## src/rtl/core/mrect_pkg.sv

```systemverilog
// Shared types and constants for the maximal ones rectangle block.
// Used by mrect_stack and maximal_ones_rectangle_top; no dependencies.
package mrect_pkg;

    localparam int MAX_COLS_DEF   = 64;
    localparam int MAX_HEIGHT_DEF = 255;

    localparam int CFG_W       = 7;
    localparam int AREA_W      = 14;
    localparam int IN_TDATA_W  = 8;
    localparam int OUT_TDATA_W = 16;

    localparam logic [CFG_W-1:0]  CFG_RESET  = 7'd64;
    localparam logic [AREA_W-1:0] AREA_LIMIT = 14'h3FFF;

    typedef enum logic [2:0] {
        S_CLR,
        S_IDLE,
        S_UPD,
        S_RD,
        S_CMP,
        S_POP2,
        S_FIN
    } t_state;

    typedef struct packed {
        logic push;
        logic pop;
    } t_stk_cmd;

endpackage

```

## src/rtl/core/mrect_stack.sv

```systemverilog
// Monotonic column stack: entries held in a one-port synchronous memory,
// with the top and the entry below it mirrored in registers. Uses mrect_pkg.
module mrect_stack #(
    parameter int MAX_COLS   = mrect_pkg::MAX_COLS_DEF,
    parameter int MAX_HEIGHT = mrect_pkg::MAX_HEIGHT_DEF
) (
    input  logic                                        i_clk,
    input  logic                                        i_rst_n,
    input  mrect_pkg::t_stk_cmd                         i_cmd,
    input  logic [((MAX_COLS > 1) ? $clog2(MAX_COLS) : 1)-1:0] i_push_idx,
    input  logic [$clog2(MAX_HEIGHT + 1)-1:0]           i_push_h,
    output logic [((MAX_COLS > 1) ? $clog2(MAX_COLS) : 1)-1:0] o_top_idx,
    output logic [$clog2(MAX_HEIGHT + 1)-1:0]           o_top_h,
    output logic [((MAX_COLS > 1) ? $clog2(MAX_COLS) : 1)-1:0] o_sub_idx,
    output logic [$clog2(MAX_COLS + 1)-1:0]             o_depth
);
    import mrect_pkg::*;

    localparam int IW = (MAX_COLS > 1) ? $clog2(MAX_COLS) : 1;
    localparam int NW = $clog2(MAX_COLS + 1);
    localparam int HW = $clog2(MAX_HEIGHT + 1);

    logic [IW+HW-1:0] r_mem [MAX_COLS];
    logic [IW+HW-1:0] r_rd;
    logic [IW+HW-1:0] r_top;
    logic [IW+HW-1:0] r_sub;
    logic [NW-1:0]    r_depth;
    logic             r_reload;
    logic [IW-1:0]    rd_addr;

    assign rd_addr = IW'(r_depth - NW'(3));

    always_ff @(posedge i_clk) begin
        if (i_cmd.push) begin
            r_mem[r_depth[IW-1:0]] <= {i_push_idx, i_push_h};
        end
    end

    always_ff @(posedge i_clk) begin
        if (i_cmd.pop) begin
            r_rd <= r_mem[rd_addr];
        end
    end

    // Payload mirrors: top and the entry just below it
    always_ff @(posedge i_clk) begin
        if (i_cmd.push) begin
            r_sub <= r_top;
            r_top <= {i_push_idx, i_push_h};
        end else if (i_cmd.pop) begin
            r_top <= r_sub;
        end else if (r_reload) begin
            r_sub <= r_rd;
        end
    end

    always_ff @(posedge i_clk) begin
        if (!i_rst_n) begin
            r_depth  <= '0;
            r_reload <= 1'b0;
        end else begin
            r_reload <= 1'b0;
            if (i_cmd.push) begin
                r_depth <= r_depth + NW'(1);
            end else if (i_cmd.pop) begin
                r_depth  <= r_depth - NW'(1);
                // refill the lower mirror only when an entry remains below the new top
                r_reload <= (int'(r_depth) >= 3);
            end
        end
    end

    assign o_top_idx = r_top[IW+HW-1:HW];
    assign o_top_h   = r_top[HW-1:0];
    assign o_sub_idx = r_sub[IW+HW-1:HW];
    assign o_depth   = r_depth;

endmodule

```

## src/rtl/core/maximal_ones_rectangle_top.sv

```systemverilog
// Top level of the maximal ones rectangle block: column height memory,
// row pass sequencer and result register. Uses mrect_pkg and mrect_stack.
//
//  channel   dir  signals                                   beat
//  s_axis    in   i_s_axis_tvalid/o_s_axis_tready/tdata/tlast one matrix cell
//  m_axis    out  o_m_axis_tvalid/i_m_axis_tready/tdata     one max area
//  cfg       in   i_cfg_we/i_cfg_wdata                      num_cols write
//
// A cell that does not end a row is a height read, then a write back.
// A row end adds a pass over its W cells and one sentinel column past them:
// one height memory read and compare per column, plus an S_POP2 step per pop
// (stack memory refill and area compare after the registered multiply).
// After reset, and after each last cell, a clearing pass over all MAX_COLS
// entries zeroes the heights; no cell is taken then. The result waits in an output
// register; a next last cell holds only if that register is still full.
module maximal_ones_rectangle_top #(
    parameter int MAX_COLS   = mrect_pkg::MAX_COLS_DEF,
    parameter int MAX_HEIGHT = mrect_pkg::MAX_HEIGHT_DEF
) (
    input  logic                               i_clk,
    input  logic                               i_rst_n,
    input  logic                               i_s_axis_tvalid,
    output logic                               o_s_axis_tready,
    input  logic [mrect_pkg::IN_TDATA_W-1:0]   i_s_axis_tdata,  // [0] cell_req
    input  logic                               i_s_axis_tlast,  // last_cell
    output logic                               o_m_axis_tvalid,
    input  logic                               i_m_axis_tready,
    output logic [mrect_pkg::OUT_TDATA_W-1:0]  o_m_axis_tdata,  // [13:0] max_area
    input  logic                               i_cfg_we,
    input  logic [mrect_pkg::CFG_W-1:0]        i_cfg_wdata      // num_cols
);
    import mrect_pkg::*;

    localparam int IW = (MAX_COLS > 1) ? $clog2(MAX_COLS) : 1;
    localparam int NW = $clog2(MAX_COLS + 1);
    localparam int HW = $clog2(MAX_HEIGHT + 1);
    localparam int PW = HW + NW;
    localparam logic [HW-1:0] HMAX = HW'(MAX_HEIGHT);
    localparam logic [NW-1:0] NMAX = NW'(MAX_COLS);
    localparam logic [IW-1:0] LAST_ADDR = IW'(MAX_COLS - 1);

    t_state             r_state, n_state;
    logic [CFG_W-1:0]   r_num_cols;
    logic [IW-1:0]      r_col, n_col;
    logic               r_cell, n_cell;
    logic               r_last, n_last;
    logic [NW-1:0]      r_i, n_i;
    logic [NW-1:0]      r_span, n_span;
    logic [AREA_W-1:0]  r_best, n_best;
    logic [PW-1:0]      r_prod, n_prod;
    logic [IW-1:0]      r_clr, n_clr;
    logic               r_ovalid, n_ovalid;
    logic [AREA_W-1:0]  r_odata, n_odata;

    logic [HW-1:0]      r_hmem [MAX_COLS];
    logic [HW-1:0]      r_hrd;
    logic               h_we, h_re;
    logic [IW-1:0]      h_waddr, h_raddr;
    logic [HW-1:0]      h_wdata;

    t_stk_cmd           stk_cmd;
    logic [IW-1:0]      stk_top_idx, stk_sub_idx;
    logic [HW-1:0]      stk_top_h;
    logic [NW-1:0]      stk_depth;

    logic               s_acc;
    logic [NW-1:0]      n_eff;
    logic [NW-1:0]      filled;
    logic [HW-1:0]      new_h;
    logic [HW-1:0]      cur;
    logic [NW-1:0]      left;
    logic [NW-1:0]      span_w;
    logic [AREA_W-1:0]  area_sat;

    mrect_stack #(
        .MAX_COLS   (MAX_COLS),
        .MAX_HEIGHT (MAX_HEIGHT)
    ) u_stack (
        .i_clk      (i_clk),
        .i_rst_n    (i_rst_n),
        .i_cmd      (stk_cmd),
        .i_push_idx (IW'(r_i)),
        .i_push_h   (cur),
        .o_top_idx  (stk_top_idx),
        .o_top_h    (stk_top_h),
        .o_sub_idx  (stk_sub_idx),
        .o_depth    (stk_depth)
    );

    // Height memory, registered read
    always_ff @(posedge i_clk) begin
        if (h_we) begin
            r_hmem[h_waddr] <= h_wdata;
        end
    end

    always_ff @(posedge i_clk) begin
        if (h_re) begin
            r_hrd <= r_hmem[h_raddr];
        end
    end

    assign s_acc = i_s_axis_tvalid && o_s_axis_tready;

    always_comb begin
        if (r_num_cols == '0) begin
            n_eff = NW'(1);
        end else if (int'(r_num_cols) > MAX_COLS) begin
            n_eff = NMAX;
        end else begin
            n_eff = NW'(r_num_cols);
        end
    end

    assign filled = NW'(r_col) + NW'(1);
    assign new_h  = !r_cell ? '0 : ((r_hrd < HMAX) ? r_hrd + HW'(1) : r_hrd);
    // the sentinel column past the span reads as zero and drains the stack
    assign cur    = (r_i == r_span) ? '0 : r_hrd;
    assign left   = (int'(stk_depth) > 1) ? NW'(stk_sub_idx) + NW'(1) : '0;
    assign span_w = r_i - left;
    assign area_sat = (32'(r_prod) > 32'(AREA_LIMIT)) ? AREA_LIMIT : AREA_W'(r_prod);

    always_ff @(posedge i_clk) begin
        if (!i_rst_n) begin
            r_num_cols <= CFG_RESET;
        end else if (i_cfg_we) begin
            r_num_cols <= i_cfg_wdata;
        end
    end

    always_ff @(posedge i_clk) begin
        if (!i_rst_n) begin
            r_state  <= S_CLR;
            r_col    <= '0;
            r_i      <= '0;
            r_span   <= '0;
            r_best   <= '0;
            r_clr    <= '0;
            r_ovalid <= 1'b0;
        end else begin
            r_state  <= n_state;
            r_col    <= n_col;
            r_i      <= n_i;
            r_span   <= n_span;
            r_best   <= n_best;
            r_clr    <= n_clr;
            r_ovalid <= n_ovalid;
        end
    end

    always_ff @(posedge i_clk) begin
        r_cell  <= n_cell;
        r_last  <= n_last;
        r_prod  <= n_prod;
        r_odata <= n_odata;
    end

    always_comb begin
        n_state  = r_state;
        n_col    = r_col;
        n_cell   = r_cell;
        n_last   = r_last;
        n_i      = r_i;
        n_span   = r_span;
        n_best   = r_best;
        n_prod   = r_prod;
        n_clr    = r_clr;
        n_odata  = r_odata;
        n_ovalid = r_ovalid && !i_m_axis_tready;
        h_we     = 1'b0;
        h_re     = 1'b0;
        h_waddr  = r_col;
        h_raddr  = r_col;
        h_wdata  = new_h;
        stk_cmd  = '0;
        o_s_axis_tready = 1'b0;

        unique case (r_state)
            S_CLR: begin
                h_we    = 1'b1;
                h_waddr = r_clr;
                h_wdata = '0;
                n_clr   = r_clr + IW'(1);
                if (r_clr == LAST_ADDR) begin
                    n_clr   = '0;
                    n_state = S_IDLE;
                end
            end
            S_IDLE: begin
                o_s_axis_tready = 1'b1;
                h_re = 1'b1;
                if (s_acc) begin
                    n_cell  = i_s_axis_tdata[0];
                    n_last  = i_s_axis_tlast;
                    n_state = S_UPD;
                end
            end
            S_UPD: begin
                h_we = 1'b1;
                if (filled >= n_eff || r_last) begin
                    n_span  = filled;
                    n_i     = '0;
                    n_col   = '0;
                    n_state = S_RD;
                end else begin
                    n_col   = IW'(filled);
                    n_state = S_IDLE;
                end
            end
            S_RD: begin
                h_re    = 1'b1;
                h_raddr = IW'(r_i);
                n_state = S_CMP;
            end
            S_CMP: begin
                priority if (stk_depth != '0 && stk_top_h >= cur) begin
                    stk_cmd.pop = 1'b1;
                    n_prod      = PW'(stk_top_h) * PW'(span_w);
                    n_state     = S_POP2;
                end else if (r_i != r_span) begin
                    stk_cmd.push = 1'b1;
                    n_i          = r_i + NW'(1);
                    n_state      = S_RD;
                end else begin
                    n_state = r_last ? S_FIN : S_IDLE;
                end
            end
            S_POP2: begin
                if (area_sat > r_best) begin
                    n_best = area_sat;
                end
                n_state = S_CMP;
            end
            S_FIN: begin
                // hold while the previous result is still unclaimed
                if (!r_ovalid || i_m_axis_tready) begin
                    n_ovalid = 1'b1;
                    n_odata  = r_best;
                    n_best   = '0;
                    n_col    = '0;
                    n_state  = S_CLR;
                end
            end
            default: begin
                n_state = S_CLR;
            end
        endcase
    end

    assign o_m_axis_tvalid = r_ovalid;
    assign o_m_axis_tdata  = OUT_TDATA_W'(r_odata);

    a_accept_to_update: assert property (@(posedge i_clk) disable iff (!i_rst_n)
        s_acc |=> (r_state == S_UPD))
        else $error("accepted cell did not move to height update");

    a_idle_stack_empty: assert property (@(posedge i_clk) disable iff (!i_rst_n)
        (r_state == S_IDLE) |-> (stk_depth == '0))
        else $error("stack not drained between rows");

    a_stack_bound: assert property (@(posedge i_clk) disable iff (!i_rst_n)
        (r_state == S_CMP) |-> (stk_depth <= r_i))
        else $error("stack deeper than columns visited");

    a_result_from_fin: assert property (@(posedge i_clk) disable iff (!i_rst_n)
        $rose(o_m_axis_tvalid) |-> ($past(r_state) == S_FIN))
        else $error("result raised outside the final state");

endmodule
```

## config.mk

```make
export PLATFORM = sky130hd
export DESIGN_NAME = maximal_ones_rectangle_top
export DESIGN_NICKNAME = d
export VERILOG_FILES = /design/src/rtl/core/mrect_pkg.sv /design/src/rtl/core/mrect_stack.sv /design/src/rtl/core/maximal_ones_rectangle_top.sv
export SDC_FILE = /design/constraint.sdc
export NUM_CORES = 2
export LEC_CHECK = 0
export BUFFER_PORTS_ARGS = -buffer_cell sky130_fd_sc_hd__buf_2
export CAP_MARGIN = 25
export CORE_AREA = 8 8 371 373
export DETAILED_ROUTE_END_ITERATION = 7
export DIE_AREA = 0 0 379 381
export PLACE_DENSITY = 0.77
export SYNTH_ARGS = -nofsm -noshare
export SYNTH_HDL_FRONTEND = slang
export SYNTH_SLANG_ARGS = --single-unit
```

## constraint.sdc

```tcl
create_clock -name i_clk -period 18.05 [get_ports i_clk]
set_input_delay 0.9025 -clock i_clk [delete_from_list [all_inputs] [get_ports i_clk]]
set_output_delay 0.9025 -clock i_clk [all_outputs]
set_load 0.01 [all_outputs]
```

# ---- Word-level counts from Yosys, hierarchy flattened
# Memory sizes are Yosys's and may differ from the RTL's. A register that Yosys moved wholly into a read port is not among the register bits.
# Index checks and enable logic that the tools add are counted.
dict set report totals {
  ff_bits 118
  ram_bits 1408
  out_inout_bits 18
  n_memories 2
}
# name words width rd rd_clocked_by_memory_dff wr line
set mem_list {}
lappend mem_list {u_stack.r_mem 64 14 1 1 1 mrect_stack.sv:23} ;# logic [IW+HW-1:0] r_mem [MAX_COLS];
lappend mem_list {r_hmem 64 8 1 1 1 maximal_ones_rectangle_top.sv:55} ;# logic [HW-1:0] r_hmem [MAX_COLS];
dict set report op_classes {
  addsub 9
  mul 1
  n_lt_le_gt_ge 8
  n_eq_ne 17
  muxes 49
  n_bitwise 2
  reduce_logical 28
}
# operator n
set op_table {}
lappend op_table {{14-bit 2-to-1 mux} 8}
lappend op_table {{7-bit 2-to-1 mux} 8}
lappend op_table {{8-bit 2-to-1 mux} 4}
lappend op_table {{6-bit 2-to-1 mux} 5}
lappend op_table {{14-bit one-hot mux with 2 select lines} 1}
lappend op_table {{3-bit 2-to-1 mux} 6}
lappend op_table {{3-bit one-hot mux with 6 select lines} 1}
lappend op_table {{15-bit by 14-bit > comparator with 1-bit output, second input constant} 1}
lappend op_table {{8-bit by 7-bit multiplier with 15-bit output} 1}
lappend op_table {{6-bit by 1-bit adder with 7-bit output, second input constant} 2}
lappend op_table {{7-bit by 1-bit adder with 7-bit output, second input constant} 2}
lappend op_table {{14-bit > comparator} 1}
lappend op_table {{2-bit != test, second input constant} 7}
lappend op_table {{7-bit one-hot mux with 2 select lines} 1}
lappend op_table {{1-bit 2-to-1 mux} 12}
lappend op_table {{6-bit one-hot mux with 2 select lines} 1}
lappend op_table {{2-bit AND reduction} 6}
lappend op_table {{2-bit nonzero test} 5}
lappend op_table {{3-bit == test, second input constant} 3}
lappend op_table {{8-bit by 1-bit adder with 8-bit output, second input constant} 1}
lappend op_table {{8-bit >= comparator} 1}
lappend op_table {{8-bit < comparator, second input constant} 1}
lappend op_table {{7-bit == test} 1}
lappend op_table {{7-bit by 2-bit >= comparator with 1-bit output, second input constant} 1}
lappend op_table {{24 further kinds} 34}

# ---- Depth between registers and ports, before layout
dict set report depth {
  ltp_word 8
  depth_mapped 28
  depth_no_buf 28
}

# ---- Cells and area by module
# Synthesis repeated with hierarchy kept, for this count alone.
dict set report unflattened {
  cells_unflattened 3663
  area_unflattened_um2 65520.3
}
# module instances cells_each area_each_um2 seq_area_each_um2
set modules_own_cells {}
lappend modules_own_cells {mrect_stack 1 1578 36600.1 28327.2}
lappend modules_own_cells {maximal_ones_rectangle_top 1 2085 28920.2 17566.8}

# ---- Least setup slack after synthesis
# No wires, ideal clock.
dict set report synth_path {
  kind {register -> register}
  startpoint {register r_i[0]}
  endpoint {register r_prod[14], data pin}
  setup_time_ns 0.266
  t_arrival_ns 6.708
  required_time_ns 17.784
  path_slack_ns 11.076
  stages_incl_launch_ff 27
  n_path_buf 3
  period_less_slack_ns 6.974
  cell_sequence {dfxtp_1 > clkbuf_1 > buf_2 > buf_1 > inv_1 > ha_1 > inv_1 > fa_1 > nand3_1 > nand2_1 > a21o_1 > a21oi_1 > xnor2_1 > and2_1 > fa_1 > fa_1 > fa_1 > inv_1 > fa_1 > inv_1 > ha_1 > o21ai_0 > nand2b_1 > and3_1 > o31a_1 > o41ai_1 > xnor2_1}
}
dict set report synth_via {
  elab_chain_len 2
}
# item line
set synth_lines {}
lappend synth_lines {{start, declared} maximal_ones_rectangle_top.sv:47} ;# logic [NW-1:0] r_i, n_i;
lappend synth_lines {{start signal, assigned} maximal_ones_rectangle_top.sv:143} ;# r_i <= n_i;
lappend synth_lines {{7-bit subtractor} maximal_ones_rectangle_top.sv:120} ;# assign span_w = r_i - left;
lappend synth_lines {{8-bit by 7-bit multiplier with 15-bit output} maximal_ones_rectangle_top.sv:218} ;# n_prod = PW'(stk_top_h) * PW'(span_w);
lappend synth_lines {{end signal, assigned} maximal_ones_rectangle_top.sv:154} ;# r_prod <= n_prod;
lappend synth_lines {{end, declared} maximal_ones_rectangle_top.sv:50} ;# logic [PW-1:0] r_prod, n_prod;
# Every way passes these cells.
# A chain may end at the register's enable or synchronous reset.

# ---- Worst setup path in the final report
dict set report layout_path {
  startpoint {register u_stack.r_depth[1] (netlist: u_stack.o_depth[1])}
  endpoint {register r_prod[14], data pin}
}
dict set report layout_via {
  elab_chain_len 4
}
# item line
set layout_lines {}
lappend layout_lines {{start, declared} mrect_stack.sv:27} ;# logic [NW-1:0] r_depth;
lappend layout_lines {{start signal, assigned} mrect_stack.sv:64} ;# r_depth <= r_depth + NW'(1);
lappend layout_lines {{start signal, assigned} mrect_stack.sv:66} ;# r_depth <= r_depth - NW'(1);
lappend layout_lines {{7-bit by 1-bit > comparator with 1-bit output} maximal_ones_rectangle_top.sv:119} ;# assign left = (int'(stk_depth) > 1) ? NW'(stk_sub_idx) + NW'(1) : '0;
lappend layout_lines {{7-bit 2-to-1 mux} maximal_ones_rectangle_top.sv:119}
lappend layout_lines {{7-bit subtractor} maximal_ones_rectangle_top.sv:120}
lappend layout_lines {{8-bit by 7-bit multiplier with 15-bit output} maximal_ones_rectangle_top.sv:218}
# Every way passes these cells.

==> flow_summary.toml <==
[die]
core_mm2 = 0.132
die_y_um = 381
ios = 39
die_x_um = 379
die-area_mm2 = 0.144
rows = 134
start_util_pct = 49.5

[grt]
grt-ovfl-total = 0
grt_pass1_vias = 33700
grt_usage_pct = 19.5
grt_max_degree = 146
antenna_found_initial = 3
grt_pass1_wl_mm = 214

[clocking]
post_cts_buffers = 0
numCtsBuffers = 149
clkTransAtPathRegs_ps = 60
htreeDepth = 4
cts_buffer_depth = 3
cts_hold_buf = 0
root_buffer = "clkbuf_16"
postCtsResizedCells = 0
clkSinkCount = 1548
tritoncts = "built"
clk_latency_ps = 780

[worst_setup_path]
cp_data_arrival_time_ps = 8340
startpoint = "u_stack.o_depth[1]"
r2r_start = "u_stack.o_depth[1]"
cp_max_fo = 14
crit_required_ps = 18560
crit_type = "reg -> reg"
r2r_slack_ps = 10220
rr_worst_depth = 27
crit_path_end_kind = "flip-flop"
cp-start-kind = "flip-flop"
r2r_end = "r_prod[14]"
critPathCapture = "r_prod[14]"

[yosys]
synthesis.area_mm2 = 0.0654
yosys_most_used_dff = "edfxtp_1"
seq_area_frac_synth_pct = 70.2
synth_top_cells_by_area = "edfxtp_1 (68%), mux4_2 (9.6%), mux2i_1 (7.0%), dfxtp_1 (1.8%), ha_1 (1.5%)"
yosys_warnings = 0
yosysTopAreaCellShare_pct = 68.4
synth-edff-count = 1489
ys_types = 73
syn_avg_cell_area_um2 = 17.8
synth_top_area_cell = "edfxtp_1"
async_reset_ff_share_pct = 0
syn-instance-count = 3670
yosys_register_bits = 1548

[finish]
mostFrequentLayoutCell = "edfxtp_1"
syn2layout_area_growth_pct = 11.7
final_cells = 5648
drive_above_1_share_pct = 19.1
final_cell_mix = "edfxtp_1 (1489), mux2i_1 (459), mux4_2 (280)"
fin_nets = 3894

[timing]
max_freq_ghz = 0.128
relSlewSlack_pct = 21.2
fin_ws_ps = 10220
timing.final.hold_violations = 0
fin_crit_sh_pct = 43.4
hold_ws_ps = 319
slew_viol_final = 0
tightestPinTransition_ps = 1180
final.setup.tns_ps = 0
setup_viol = 0
skew_ps = 45.1
rsz0062_at_grt = "no"
period_minus_slack_ps = 7830

[place]
dp_slack_ps = 10320
numPortBuffers = 29
dp_hpwl_mm = 81.9
dp_cells = 5369
place.gp.congestion = 0.809

[detailed_routing]
vias_per_cell = 6.03
routed_wl_mm = 143
routedWlPerCell_um = 25.3
drc_errors = 0
vias = 34100
firstDrtPassIters = 5
drtAntennaViolNets = 0
drt_iter0_drc = 4025

[pwr]
vdd_drop_max_mv = 0.112
comb_power_share_pct = 0.6
switching_share_pct = 19.7
seqPwrFrac_pct = 55.4
p_per_area_mw_per_mm2 = 96.1
power_leakage_nw = 25.5
switchingPower_mw = 1.38
cell_internal_pwr_mw = 5.64
clkPwrFrac_pct = 44.0

[worst_hold_path]
min_path_type = "in -> reg"
hold_path_depth = 1

[flow_run]
maxCapViolations = 0

[outcome]
status = "finished, final reports clean"
power groups by stage:
stage | clock, mW | sequential, mW | combinational, mW
2_1_floorplan | 0 | 3.96 | 0.0265
3_3_place_gp | 0 | 3.96 | 0.0406
3_5_place_dp | 0 | 3.97 | 0.0418
4_1_cts | 3.12 | 3.89 | 0.0420
5_1_grt | 3.26 | 3.89 | 0.0453
6_report | 3.08 | 3.89 | 0.0426
flip-flops by register name, indices dropped and copies added, names as in the netlist, 3 cells and up:
register,flops
r_span,7
r_odata,14
u_stack.r_sub,14
r_num_cols,7
r_hmem,512
r_state,3
r_best,14
u_stack.o_depth,7
u_stack.r_mem,896
r_col,6
r_prod,15
r_hrd,8
u_stack.r_rd,14
r_clr,6
r_i,7
u_stack.r_top,14
per-layer routing:
layer	vias to the layer above	share of wire [%]	GRT usage (%)
li1	14700	-	-
met1	17600	41	27.3
met2	1515	48	31.3
met3	252	8.1	3.47
met4	2	2.9	6.15
met5	-	0.0063	0
Yosys cell counts (4+ instances only):
cell type	instances
edfxtp_1	1489
or4_1	5
o21ai_0	32
buf_4	11
nand2_1	191
inv_1	70
nor2b_1	55
nor4_1	9
o211ai_1	5
xnor2_1	24
xor2_1	24
o221ai_1	9
o31ai_1	5
a32oi_1	4
buf_1	12
and3_1	11
nor2_1	176
or3_1	8
mux2i_1	460
ha_1	78
a211oi_1	50
o21a_1	6
buf_2	68
a21oi_1	84
or2_2	15
o22a_1	9
nand4_1	8
o22ai_1	34
nand3_1	27
fa_1	30
a21o_1	18
nand2b_1	19
a221oi_1	32
mux2_2	33
clkbuf_1	104
nand3b_1	9
mux4_2	280
and2_1	45
nor3_1	21
dfxtp_1	59
per-stage QoR:
step	instance area [µm²]	power (mW)	utilization (%)
global route	73000	7.19	55.3
global placement	67900	4.01	51.4
detailed placement	67900	4.01	51.4
finish	73000	7.01	55.3
floorplan	65400	3.99	-
CTS	72700	7.05	55.1
critical path, stage by stage (launching register included):
cell and delay, ps:
dfxtp_1 850, inv_1 310, ha_1 260, nor2b_1 120
o211ai_1 540, nor2b_1 220, ha_1 150, inv_1 60
fa_1 430, nand3_1 100, nand2_1 80, a21o_1 180
a21oi_1 170, xnor2_1 310, and2_1 230, fa_1 430
fa_1 460, fa_1 490, inv_1 50, fa_1 470
inv_1 40, ha_1 330, o21ai_0 180, nand2b_1 60
and3_1 190, o31a_1 270, o41ai_1 450, xnor2_1 140
cell families (layout without fill, tap and decap cells):
kind of cell / after synthesis / count (layout) / synth area share (%)
other: 1 / 3 / 0.00574
buffers and inverters: 268 / 476 / 1.76
multiplexers: 774 / 774 / 17.3
AO/OA/AOI/OAI: 312 / 312 / 3.23
XOR/XNOR: 48 / 48 / 0.643
AND/OR/NAND/NOR: 611 / 611 / 4.46
adder cells (fa/ha/maj): 108 / 108 / 2.41
flip-flops: 1548 / 1548 / 70.2
worst min-delay path by stage:
stage                     slack (ps)           to              start
after floorplan                  430  r_odata[10]         r_best[10]
after global placement           440   r_odata[7]          r_best[7]
after detailed placement         450  r_odata[11]         r_best[11]
after CTS                        270       r_cell  i_s_axis_tdata[0]
after global routing             290       r_cell  i_s_axis_tdata[0]
final                            320       r_cell  i_s_axis_tdata[0]
cell type report:
type	count	area, µm²
Clock inverter	79	947
Tap cell	1768	2210
Antenna cell	1	2.50
Multi-Input combinational cell	1855	18600
Clock buffer	186	3890
Inverter	70	263
Fill cell	9793	59100
Timing Repair Buffer	141	1190
Sequential cell	1548	45900
No activity file was read; power rests on OpenSTA's default activity.
